File: config.mk
export PLATFORM = sky130hd
export DESIGN_NAME = typed_message_queue_select_core
export DESIGN_NICKNAME = d
export VERILOG_FILES = /design/src/tmqs_pkg.sv /design/src/typed_message_queue_select_core.sv /design/src/tmqs_cell.sv
export SDC_FILE = /design/constraint.sdc
export NUM_CORES = 2
export LEC_CHECK = 0
export ABC_AREA = 1
export BUFFER_PORTS_ARGS = -buffer_cell sky130_fd_sc_hd__buf_2
export CORE_MARGIN = 2
export CORE_UTILIZATION = 50
export DETAILED_ROUTE_END_ITERATION = 8
export PLACE_DENSITY = 0.66
export SLEW_MARGIN = 20
export SYNTH_ARGS = -nofsm -noshare
export SYNTH_HDL_FRONTEND = slang
export SYNTH_HIERARCHICAL = 1
export SYNTH_SLANG_ARGS = --single-unit
export TNS_END_PERCENT = 10
File: constraint.sdc
create_clock -name clk_i -period 12.6 [get_ports clk_i]
set_input_delay 1.89 -clock clk_i [delete_from_list [all_inputs] [get_ports clk_i]]
set_output_delay 1.89 -clock clk_i [all_outputs]
set_load 0.01 [all_outputs]
File: src/tmqs_pkg.sv
`default_nettype none

package tmqs_pkg;

  // field widths
  localparam int unsigned TYPE_W   = 32;
  localparam int unsigned LEN_W    = 16;
  localparam int unsigned PAY_W    = 32;
  localparam int unsigned STATUS_W = 3;
  localparam int unsigned QCOUNT_W = 5;

  // operation codes carried by kind
  typedef enum logic {
    KIND_SEND = 1'b0,
    KIND_RECV = 1'b1
  } kind_e;

  // result status codes
  typedef enum logic [STATUS_W-1:0] {
    ST_OK     = 3'd0,
    ST_BADLEN = 3'd1,
    ST_FULL   = 3'd2,
    ST_NOMSG  = 3'd3,
    ST_TOOBIG = 3'd4
  } status_e;

  // selector match rule broadcast to every cell
  typedef enum logic [1:0] {
    SEL_ANY   = 2'd0,
    SEL_EXACT = 2'd1,
    SEL_BELOW = 2'd2
  } sel_mode_e;

  typedef struct packed {
    sel_mode_e          mode;
    logic signed [31:0] value;
    logic signed [32:0] bound;
  } sel_t;

endpackage

`default_nettype wire

File: src/typed_message_queue_select_core.sv
`default_nettype none

// Typed message queue with selective receive, held in a row of entry cells.
// Command channel: present kind_i, mtype_i, msg_length_i, payload_i and
// no_error_i with start high; the command transfers at the rising edge where
// start is high and busy is low. A send appends an entry; a receive removes
// the first entry in arrival order whose type matches the selector.
// Every cell compares its type with the selector in the transfer cycle and
// stores a match flag. The next cycle (busy high) picks the first flag,
// builds the result and moves the cells behind the taken entry down by one.
// The result is registered at the end of that cycle and shows on the result
// ports for exactly one cycle with done_o high; busy is low again in that
// cycle, so a new command can transfer while the result is shown. Each
// command passes the compare cycle and then the select-and-compact cycle
// over the cells before the next command is taken.
// The receiver cannot hold results off; every result transfers on done_o.
// Reset empties the queue (count to zero) and clears busy and done_o;
// cell contents are not cleared and are never read before being written.
module typed_message_queue_select_core #(
  parameter int unsigned QUEUE_DEPTH = 16
) (
  input  wire                                  clk_i,
  input  wire                                  rst_ni,
  input  wire                                  start,
  output logic                                 busy,
  input  wire                                  kind_i,
  input  wire  signed [tmqs_pkg::TYPE_W-1:0]   mtype_i,
  input  wire         [tmqs_pkg::LEN_W-1:0]    msg_length_i,
  input  wire         [tmqs_pkg::PAY_W-1:0]    payload_i,
  input  wire                                  no_error_i,
  output logic                                 done_o,
  output logic        [tmqs_pkg::STATUS_W-1:0] status_o,
  output logic signed [tmqs_pkg::TYPE_W-1:0]   out_type_o,
  output logic        [tmqs_pkg::LEN_W-1:0]    out_length_o,
  output logic        [tmqs_pkg::PAY_W-1:0]    out_payload_o,
  output logic        [tmqs_pkg::QCOUNT_W-1:0] queued_count_o
);

  localparam int unsigned CW = $clog2(QUEUE_DEPTH + 1);

  typedef enum logic [1:0] {
    PH_IDLE   = 2'b01,
    PH_COMMIT = 2'b10
  } phase_e;

  phase_e phase_q, phase_d;
  logic [CW-1:0] count_q, count_d;

  // captured command
  logic                               kind_q;
  logic signed [tmqs_pkg::TYPE_W-1:0] type_q;
  logic        [tmqs_pkg::LEN_W-1:0]  len_q;
  logic        [tmqs_pkg::PAY_W-1:0]  pay_q;
  logic                               noerr_q;

  logic                               cmd_xfer;
  logic                               commit;
  tmqs_pkg::sel_t                     sel;

  logic signed [tmqs_pkg::TYPE_W-1:0] cell_type    [QUEUE_DEPTH];
  logic        [tmqs_pkg::LEN_W-1:0]  cell_length  [QUEUE_DEPTH];
  logic        [tmqs_pkg::PAY_W-1:0]  cell_payload [QUEUE_DEPTH];
  logic [QUEUE_DEPTH-1:0]             match;
  logic [QUEUE_DEPTH-1:0]             match_m1;
  logic [QUEUE_DEPTH-1:0]             first_hit;
  logic [QUEUE_DEPTH-1:0]             shift_mask;

  logic signed [tmqs_pkg::TYPE_W-1:0] pick_type;
  logic        [tmqs_pkg::LEN_W-1:0]  pick_length;
  logic        [tmqs_pkg::PAY_W-1:0]  pick_payload;

  logic                               send_ok;
  logic                               recv_ok;
  tmqs_pkg::status_e                  status_d;
  logic signed [tmqs_pkg::TYPE_W-1:0] res_type_d;
  logic        [tmqs_pkg::LEN_W-1:0]  res_len_d;
  logic        [tmqs_pkg::PAY_W-1:0]  res_pay_d;
  logic [31:0]                        count_ext;

  logic                               done_q;
  logic        [tmqs_pkg::STATUS_W-1:0] status_q;
  logic signed [tmqs_pkg::TYPE_W-1:0] res_type_q;
  logic        [tmqs_pkg::LEN_W-1:0]  res_len_q;
  logic        [tmqs_pkg::PAY_W-1:0]  res_pay_q;
  logic        [tmqs_pkg::QCOUNT_W-1:0] qcount_q;

  assign busy     = (phase_q == PH_COMMIT);
  assign cmd_xfer = start && !busy;
  assign commit   = (phase_q == PH_COMMIT);

  // selector broadcast from the command ports
  always_comb begin
    sel.value = mtype_i;
    sel.bound = 33'sd0 - $signed({mtype_i[31], mtype_i});
    if (mtype_i == 32'sd0) begin
      sel.mode = tmqs_pkg::SEL_ANY;
    end else if (mtype_i[31]) begin
      sel.mode = tmqs_pkg::SEL_BELOW;
    end else begin
      sel.mode = tmqs_pkg::SEL_EXACT;
    end
  end

  // command capture
  always_ff @(posedge clk_i) begin
    if (cmd_xfer) begin
      kind_q  <= kind_i;
      type_q  <= mtype_i;
      len_q   <= msg_length_i;
      pay_q   <= payload_i;
      noerr_q <= no_error_i;
    end
  end

  // row of entry cells
  for (genvar i = 0; i < QUEUE_DEPTH; i++) begin : g_cell
    logic signed [tmqs_pkg::TYPE_W-1:0] nxt_type;
    logic        [tmqs_pkg::LEN_W-1:0]  nxt_length;
    logic        [tmqs_pkg::PAY_W-1:0]  nxt_payload;
    logic                               shift_en;

    if (i < QUEUE_DEPTH - 1) begin : g_mid
      assign nxt_type    = cell_type[i+1];
      assign nxt_length  = cell_length[i+1];
      assign nxt_payload = cell_payload[i+1];
      assign shift_en    = commit && recv_ok && shift_mask[i];
    end else begin : g_last
      assign nxt_type    = '0;
      assign nxt_length  = '0;
      assign nxt_payload = '0;
      assign shift_en    = 1'b0;
    end

    tmqs_cell u_cell (
      .clk_i          (clk_i),
      .sel_i          (sel),
      .valid_i        (CW'(i) < count_q),
      .capture_i      (cmd_xfer),
      .load_i         (commit && send_ok && (count_q == CW'(i))),
      .shift_i        (shift_en),
      .new_type_i     (type_q),
      .new_length_i   (len_q),
      .new_payload_i  (pay_q),
      .next_type_i    (nxt_type),
      .next_length_i  (nxt_length),
      .next_payload_i (nxt_payload),
      .type_o         (cell_type[i]),
      .length_o       (cell_length[i]),
      .payload_o      (cell_payload[i]),
      .match_o        (match[i])
    );
  end

  // first match and the cells at or behind it
  assign match_m1   = match - QUEUE_DEPTH'(1);
  assign first_hit  = match & ~match_m1;
  assign shift_mask = ~(match_m1 & ~match);

  // one-hot pick of the taken entry
  always_comb begin
    pick_type    = '0;
    pick_length  = '0;
    pick_payload = '0;
    for (int i = 0; i < QUEUE_DEPTH; i++) begin
      if (first_hit[i]) begin
        pick_type    = pick_type | cell_type[i];
        pick_length  = pick_length | cell_length[i];
        pick_payload = pick_payload | cell_payload[i];
      end
    end
  end

  // result and count update
  always_comb begin
    send_ok    = 1'b0;
    recv_ok    = 1'b0;
    status_d   = tmqs_pkg::ST_OK;
    res_type_d = '0;
    res_len_d  = '0;
    res_pay_d  = '0;
    count_d    = count_q;
    if (kind_q == tmqs_pkg::KIND_SEND) begin
      if (len_q == '0) begin
        status_d = tmqs_pkg::ST_BADLEN;
      end else if (count_q == CW'(QUEUE_DEPTH)) begin
        status_d = tmqs_pkg::ST_FULL;
      end else begin
        send_ok = 1'b1;
        count_d = count_q + CW'(1);
      end
    end else begin
      if (len_q == '0) begin
        status_d = tmqs_pkg::ST_BADLEN;
      end else if (match == '0) begin
        status_d = tmqs_pkg::ST_NOMSG;
      end else if ((pick_length > len_q) && !noerr_q) begin
        status_d = tmqs_pkg::ST_TOOBIG;
      end else begin
        recv_ok    = 1'b1;
        res_type_d = pick_type;
        res_len_d  = (pick_length > len_q) ? len_q : pick_length;
        res_pay_d  = pick_payload;
        count_d    = count_q - CW'(1);
      end
    end
  end

  assign count_ext = 32'(count_d);

  // phase sequencing
  always_comb begin
    case (phase_q)
      PH_IDLE:   phase_d = cmd_xfer ? PH_COMMIT : PH_IDLE;
      PH_COMMIT: phase_d = PH_IDLE;
      default:   phase_d = PH_IDLE;
    endcase
  end

  always_ff @(posedge clk_i or negedge rst_ni) begin
    if (!rst_ni) begin
      phase_q <= PH_IDLE;
      count_q <= '0;
      done_q  <= 1'b0;
    end else begin
      phase_q <= phase_d;
      done_q  <= commit;
      if (commit) begin
        count_q <= count_d;
      end
    end
  end

  // result register
  always_ff @(posedge clk_i) begin
    if (commit) begin
      status_q   <= status_d;
      res_type_q <= res_type_d;
      res_len_q  <= res_len_d;
      res_pay_q  <= res_pay_d;
      qcount_q   <= count_ext[tmqs_pkg::QCOUNT_W-1:0];
    end
  end

  assign done_o         = done_q;
  assign status_o       = status_q;
  assign out_type_o     = res_type_q;
  assign out_length_o   = res_len_q;
  assign out_payload_o  = res_pay_q;
  assign queued_count_o = qcount_q;

`ifndef SYNTHESIS
  a_commit_then_done: assert property (@(posedge clk_i) disable iff (!rst_ni)
    commit |=> done_q)
    else $error("result strobe missing after commit");

  a_count_in_range: assert property (@(posedge clk_i) disable iff (!rst_ni)
    count_q <= CW'(QUEUE_DEPTH))
    else $error("queue count above depth");

  a_single_pick: assert property (@(posedge clk_i) disable iff (!rst_ni)
    commit |-> $onehot0(first_hit))
    else $error("more than one entry picked");

  a_recv_shrinks: assert property (@(posedge clk_i) disable iff (!rst_ni)
    (commit && recv_ok) |=> (count_q == $past(count_q) - CW'(1)))
    else $error("receive did not remove one entry");

  a_error_zero_fields: assert property (@(posedge clk_i) disable iff (!rst_ni)
    (done_q && status_q != tmqs_pkg::ST_OK) |->
      (res_type_q == '0 && res_len_q == '0 && res_pay_q == '0))
    else $error("error result carries message fields");
`endif

endmodule

`default_nettype wire

File: src/tmqs_cell.sv
`default_nettype none

module tmqs_cell (
  input  wire                                  clk_i,
  input  wire  tmqs_pkg::sel_t                 sel_i,
  input  wire                                  valid_i,
  input  wire                                  capture_i,
  input  wire                                  load_i,
  input  wire                                  shift_i,
  input  wire  signed [tmqs_pkg::TYPE_W-1:0]   new_type_i,
  input  wire         [tmqs_pkg::LEN_W-1:0]    new_length_i,
  input  wire         [tmqs_pkg::PAY_W-1:0]    new_payload_i,
  input  wire  signed [tmqs_pkg::TYPE_W-1:0]   next_type_i,
  input  wire         [tmqs_pkg::LEN_W-1:0]    next_length_i,
  input  wire         [tmqs_pkg::PAY_W-1:0]    next_payload_i,
  output logic signed [tmqs_pkg::TYPE_W-1:0]   type_o,
  output logic        [tmqs_pkg::LEN_W-1:0]    length_o,
  output logic        [tmqs_pkg::PAY_W-1:0]    payload_o,
  output logic                                 match_o
);

  logic signed [tmqs_pkg::TYPE_W-1:0] type_q;
  logic        [tmqs_pkg::LEN_W-1:0]  length_q;
  logic        [tmqs_pkg::PAY_W-1:0]  payload_q;
  logic                               match_q;
  logic                               hit;

  // selector compare against the held type
  always_comb begin
    case (sel_i.mode)
      tmqs_pkg::SEL_ANY:   hit = 1'b1;
      tmqs_pkg::SEL_EXACT: hit = (type_q == sel_i.value);
      tmqs_pkg::SEL_BELOW: hit = ($signed({type_q[31], type_q}) < sel_i.bound);
      default:             hit = 1'b0;
    endcase
  end

  // match flag taken at command transfer
  always_ff @(posedge clk_i) begin
    if (capture_i) begin
      match_q <= valid_i & hit;
    end
  end

  // entry storage: append from the command or close up from the neighbor
  always_ff @(posedge clk_i) begin
    if (load_i) begin
      type_q    <= new_type_i;
      length_q  <= new_length_i;
      payload_q <= new_payload_i;
    end else if (shift_i) begin
      type_q    <= next_type_i;
      length_q  <= next_length_i;
      payload_q <= next_payload_i;
    end
  end

  assign type_o    = type_q;
  assign length_o  = length_q;
  assign payload_o = payload_q;
  assign match_o   = match_q;

endmodule

`default_nettype wire

==> results_dict.tcl <==
set metrics [dict create \
    run_status "complete, no violations" \
    synth.most_common_cell "nand2_1" \
    tightest_slew_ns 1.400 \
    ff2ff_setup_slack_ns 4.01 \
    overflow 0 \
    synth_top_area_cell "edfxtp_1" \
    grt_pass1_vias 80491 \
    drt_iter0_markers 12227 \
    setup-tns-final_ns 0 \
    switchingPower_mw 4.042 \
    p_int_mw 8.910 \
    drive_above_1_share_pct 6.896 \
    cts_num_sinks 1474 \
    worstSkewPairLatency_ns 0.86 \
    ff2ff_path_depth 25 \
    fin_crit_ns 8.592 \
    hold_end "phase_q[0]" \
    whs_path_depth 1 \
    initial_core_util_pct 50.46 \
    final_area_sq_mm 0.1032 \
    nFillCells 17214 \
    antenna_found_initial 13 \
    critPathRequiredTime_ns 13.08 \
    area_growth_pct 10.11 \
    nets 12826 \
    worst_hold_slack_ns 0.5224 \
    async_flop_share_pct 0.5427 \
    rows 158 \
    synth-seq-area-share_pct 47.16 \
    synth_commonest_cells "nand2_1 (5979), edfxtp_1 (1466), inv_1 (1050)" \
    drt-pass1-iter-count 8 \
    core_sq_mm 0.1858 \
    crit_start "g_cell[0].u_cell/match_o" \
    grt_max_degree 82 \
    dp_slack_ns 4.293 \
    post_cts_buffers 0 \
    drc 0 \
    cts_tree "yes" \
    clkPwrFrac_pct 37.6 \
    yosysTopAreaCellShare_pct 46.95 \
    finalSetupViolations 0 \
    min_from "phase_q[0]" \
    hold_viol_final 0 \
    cts_max_level 4 \
    syn_area_sq_mm 0.09377 \
    r2r_start "g_cell[0].u_cell/match_o" \
    clock-root-buffer "clkbuf_16" \
    avgViaCountPerCell 5.759 \
    synth_edf_count 1466 \
    cp_slowest_cell "or2_4" \
    num_vias 85365 \
    clockBufferDepth 3 \
    power.density_mw_per_mm2 125.5 \
    syn_inst 12070 \
    io_buffers 174 \
    place_congestion 1.006 \
    yosysWarnings 6 \
    switching_share_pct 31.21 \
    postCtsHoldBufs 0 \
    grt_first_pass_wirelength_um 529700 \
    path_class "reg -> reg" \
    wl_per_cell_um 24.61 \
    fin_util_pct 55.56 \
    track_usage_pct 37.31 \
    relSlewSlack_pct 5.775 \
    power.leakage_nw 47.79 \
    maxCapViolations 0 \
    hpwl_um 242300 \
    ant_nets 0 \
    yosysUniqueCellTypes 51 \
    r2r_end "g_cell[13].u_cell/type_o[26]" \
    drv_slew 0 \
    fin_crit_sh_pct 68.19 \
    synth-seq-cells 1474 \
    p_seq_share_pct 45.5 \
    clk_pin_slew_ns 0.06 \
    fp.dieH_um 437.1 \
    skew_ns 0.06478 \
    cp-end-kind "flop" \
    fmax_mhz 116.4 \
    ctsResizeCount 0 \
    synth_ff_type "edfxtp_1" \
    ir_drop_v 0.0001247 \
    grt_setup_unrepaired "no" \
    die_w_um 437.1 \
    syn_area_per_cell_sq_um 7.769 \
    place_area_sq_mm 0.09783 \
    arrival_ns 9.07 \
    synth_area_leaders "edfxtp_1 (47%), nand2_1 (24%), ha_1 (7.2%), inv_1 (4.2%), nand3_1 (2.5%)" \
    min_path_type "reg -> reg" \
    cts_inserted_buffers 167 \
    slowest_delay_ns 0.79 \
    combPwrFrac_pct 16.9 \
    die_area_sq_mm 0.1910 \
    fin_ws_ns 4.008 \
    drt-total-wl_um 364800 \
    io_pins 175 \
    cp-start-kind "flop" \
    crit_path_max_fanout 55 \
]
registers in the layout, summed over array words and instances (netlist names):
signal and count:
out_type_o 32, phase_q 2, out_length_o 16, done_o 1, g_cell.u_cell/length_o 256, noerr_q 1
out_payload_o 32, len_q 16, type_q 32, g_cell.u_cell/payload_o 512, count_q 5, kind_q 1
g_cell.u_cell/match_o 16, pay_q 32, queued_count_o 5, g_cell.u_cell/type_o 512, status_o 3
critical path, delay by kind of cell, from the launching register on:
kind	cells	cell delay, ns
simple gates	15	3.85
compound gates	4	0.57
fa+ha+maj	1	0.26
buf+inv	5	3.00
flops	1	0.38
cells in the final DEF (no fill, tap or decap), types with 7 or more instances in the layout:
master     count
nand4_1      130
nand2_2       33
nor2_4        10
a21oi_2       18
o21ai_0       40
edfxtp_1    1466
nor3_1        39
conb_1        81
o21ai_1       16
ha_1         535
a21o_1        32
or2_4         16
xnor2_1      256
or2_1         45
nand3_1      461
inv_1       1050
buf_4        131
clkbuf_16    168
buf_2        174
nor3_2        10
o211ai_1      19
or2_0         45
nor2_1       596
a22oi_1       71
bufinv_16     10
clkinv_1      71
dfrtp_1        7
xor2_1        64
or2_2         71
clkinv_2      28
clkbuf_1      40
a21oi_1      415
inv_4         18
nor2_2        52
nand2_1     5979
xor2_2        21
nand3_2       33
a21boi_1      15
worst max path at each step:
stage,end,cells after the start
after floorplan,g_cell[0].u_cell/match_o,3
after detailed placement,g_cell[9].u_cell/type_o[10],27
after global routing,g_cell[13].u_cell/type_o[23],25
after CTS,g_cell[9].u_cell/type_o[10],27
after global placement,g_cell[11].u_cell/type_o[8],29
final,g_cell[13].u_cell/type_o[26],25
cell type report:
| type | count | area, sq um | share of cell area (%) |
|---|---|---|---|
| multi-input combinational | 9142 | 44360 | 42.97 |
| sequential | 1474 | 44220 | 42.83 |
| clock buffer | 210 | 4382 | 4.244 |
| inverter | 1105 | 4208 | 4.076 |
| tap | 2480 | 3103 | 3.006 |
| timing repair buffer | 315 | 2058 | 1.994 |
| clock inverter | 95 | 904.6 | 0.8762 |
| antenna | 1 | 2.502 | 0.002424 |
cell families (layout without fill, tap and decap cells):
family                     Yosys count  after routing  share of synthesized area, %
and+or+nand+nor                   7541           7541                         32.29
DFF                               1474           1474                         47.16
AOI/OAI and AO/OA                  637            637                         3.858
adders and majority gates          536            536                         7.152
other                                1             82                      0.003999
xor gates and xnor gates           347            347                         3.241
buffers and inverters             1534           1725                         6.294
power by group through the flow:
stage	registers [mW]	clock network, mW	logic (mW)
final	5.89	4.86	2.19
after global routing	5.91	5.07	2.36
after CTS	5.88	4.89	2.13
after detailed placement	5.98	0	2.12
after global placement	5.98	0	2.08
after floorplan	5.87	0	1.28
stage by stage:
| step | power, mW | cells |
|---|---|---|
| 5_1_grt | 13.34 | 14822 |
| 4_1_cts | 12.90 | 14817 |
| 6_report | 12.95 | 14822 |
| 3_3_place_gp | 8.064 | 14512 |
| 3_5_place_dp | 8.100 | 14512 |
| 2_1_floorplan | 7.145 | 12150 |
routing by layer:
metal | track usage (%) | vias to the layer above | share of wire (%)
met5 | 0 | - | 0.0088
met4 | 20.46 | 4 | 6.2
met3 | 8.827 | 992 | 13
met2 | 55.89 | 5695 | 43
met1 | 49.88 | 39973 | 38
li1 | - | 38701 | -
No activity file was read; power rests on OpenSTA's default activity.
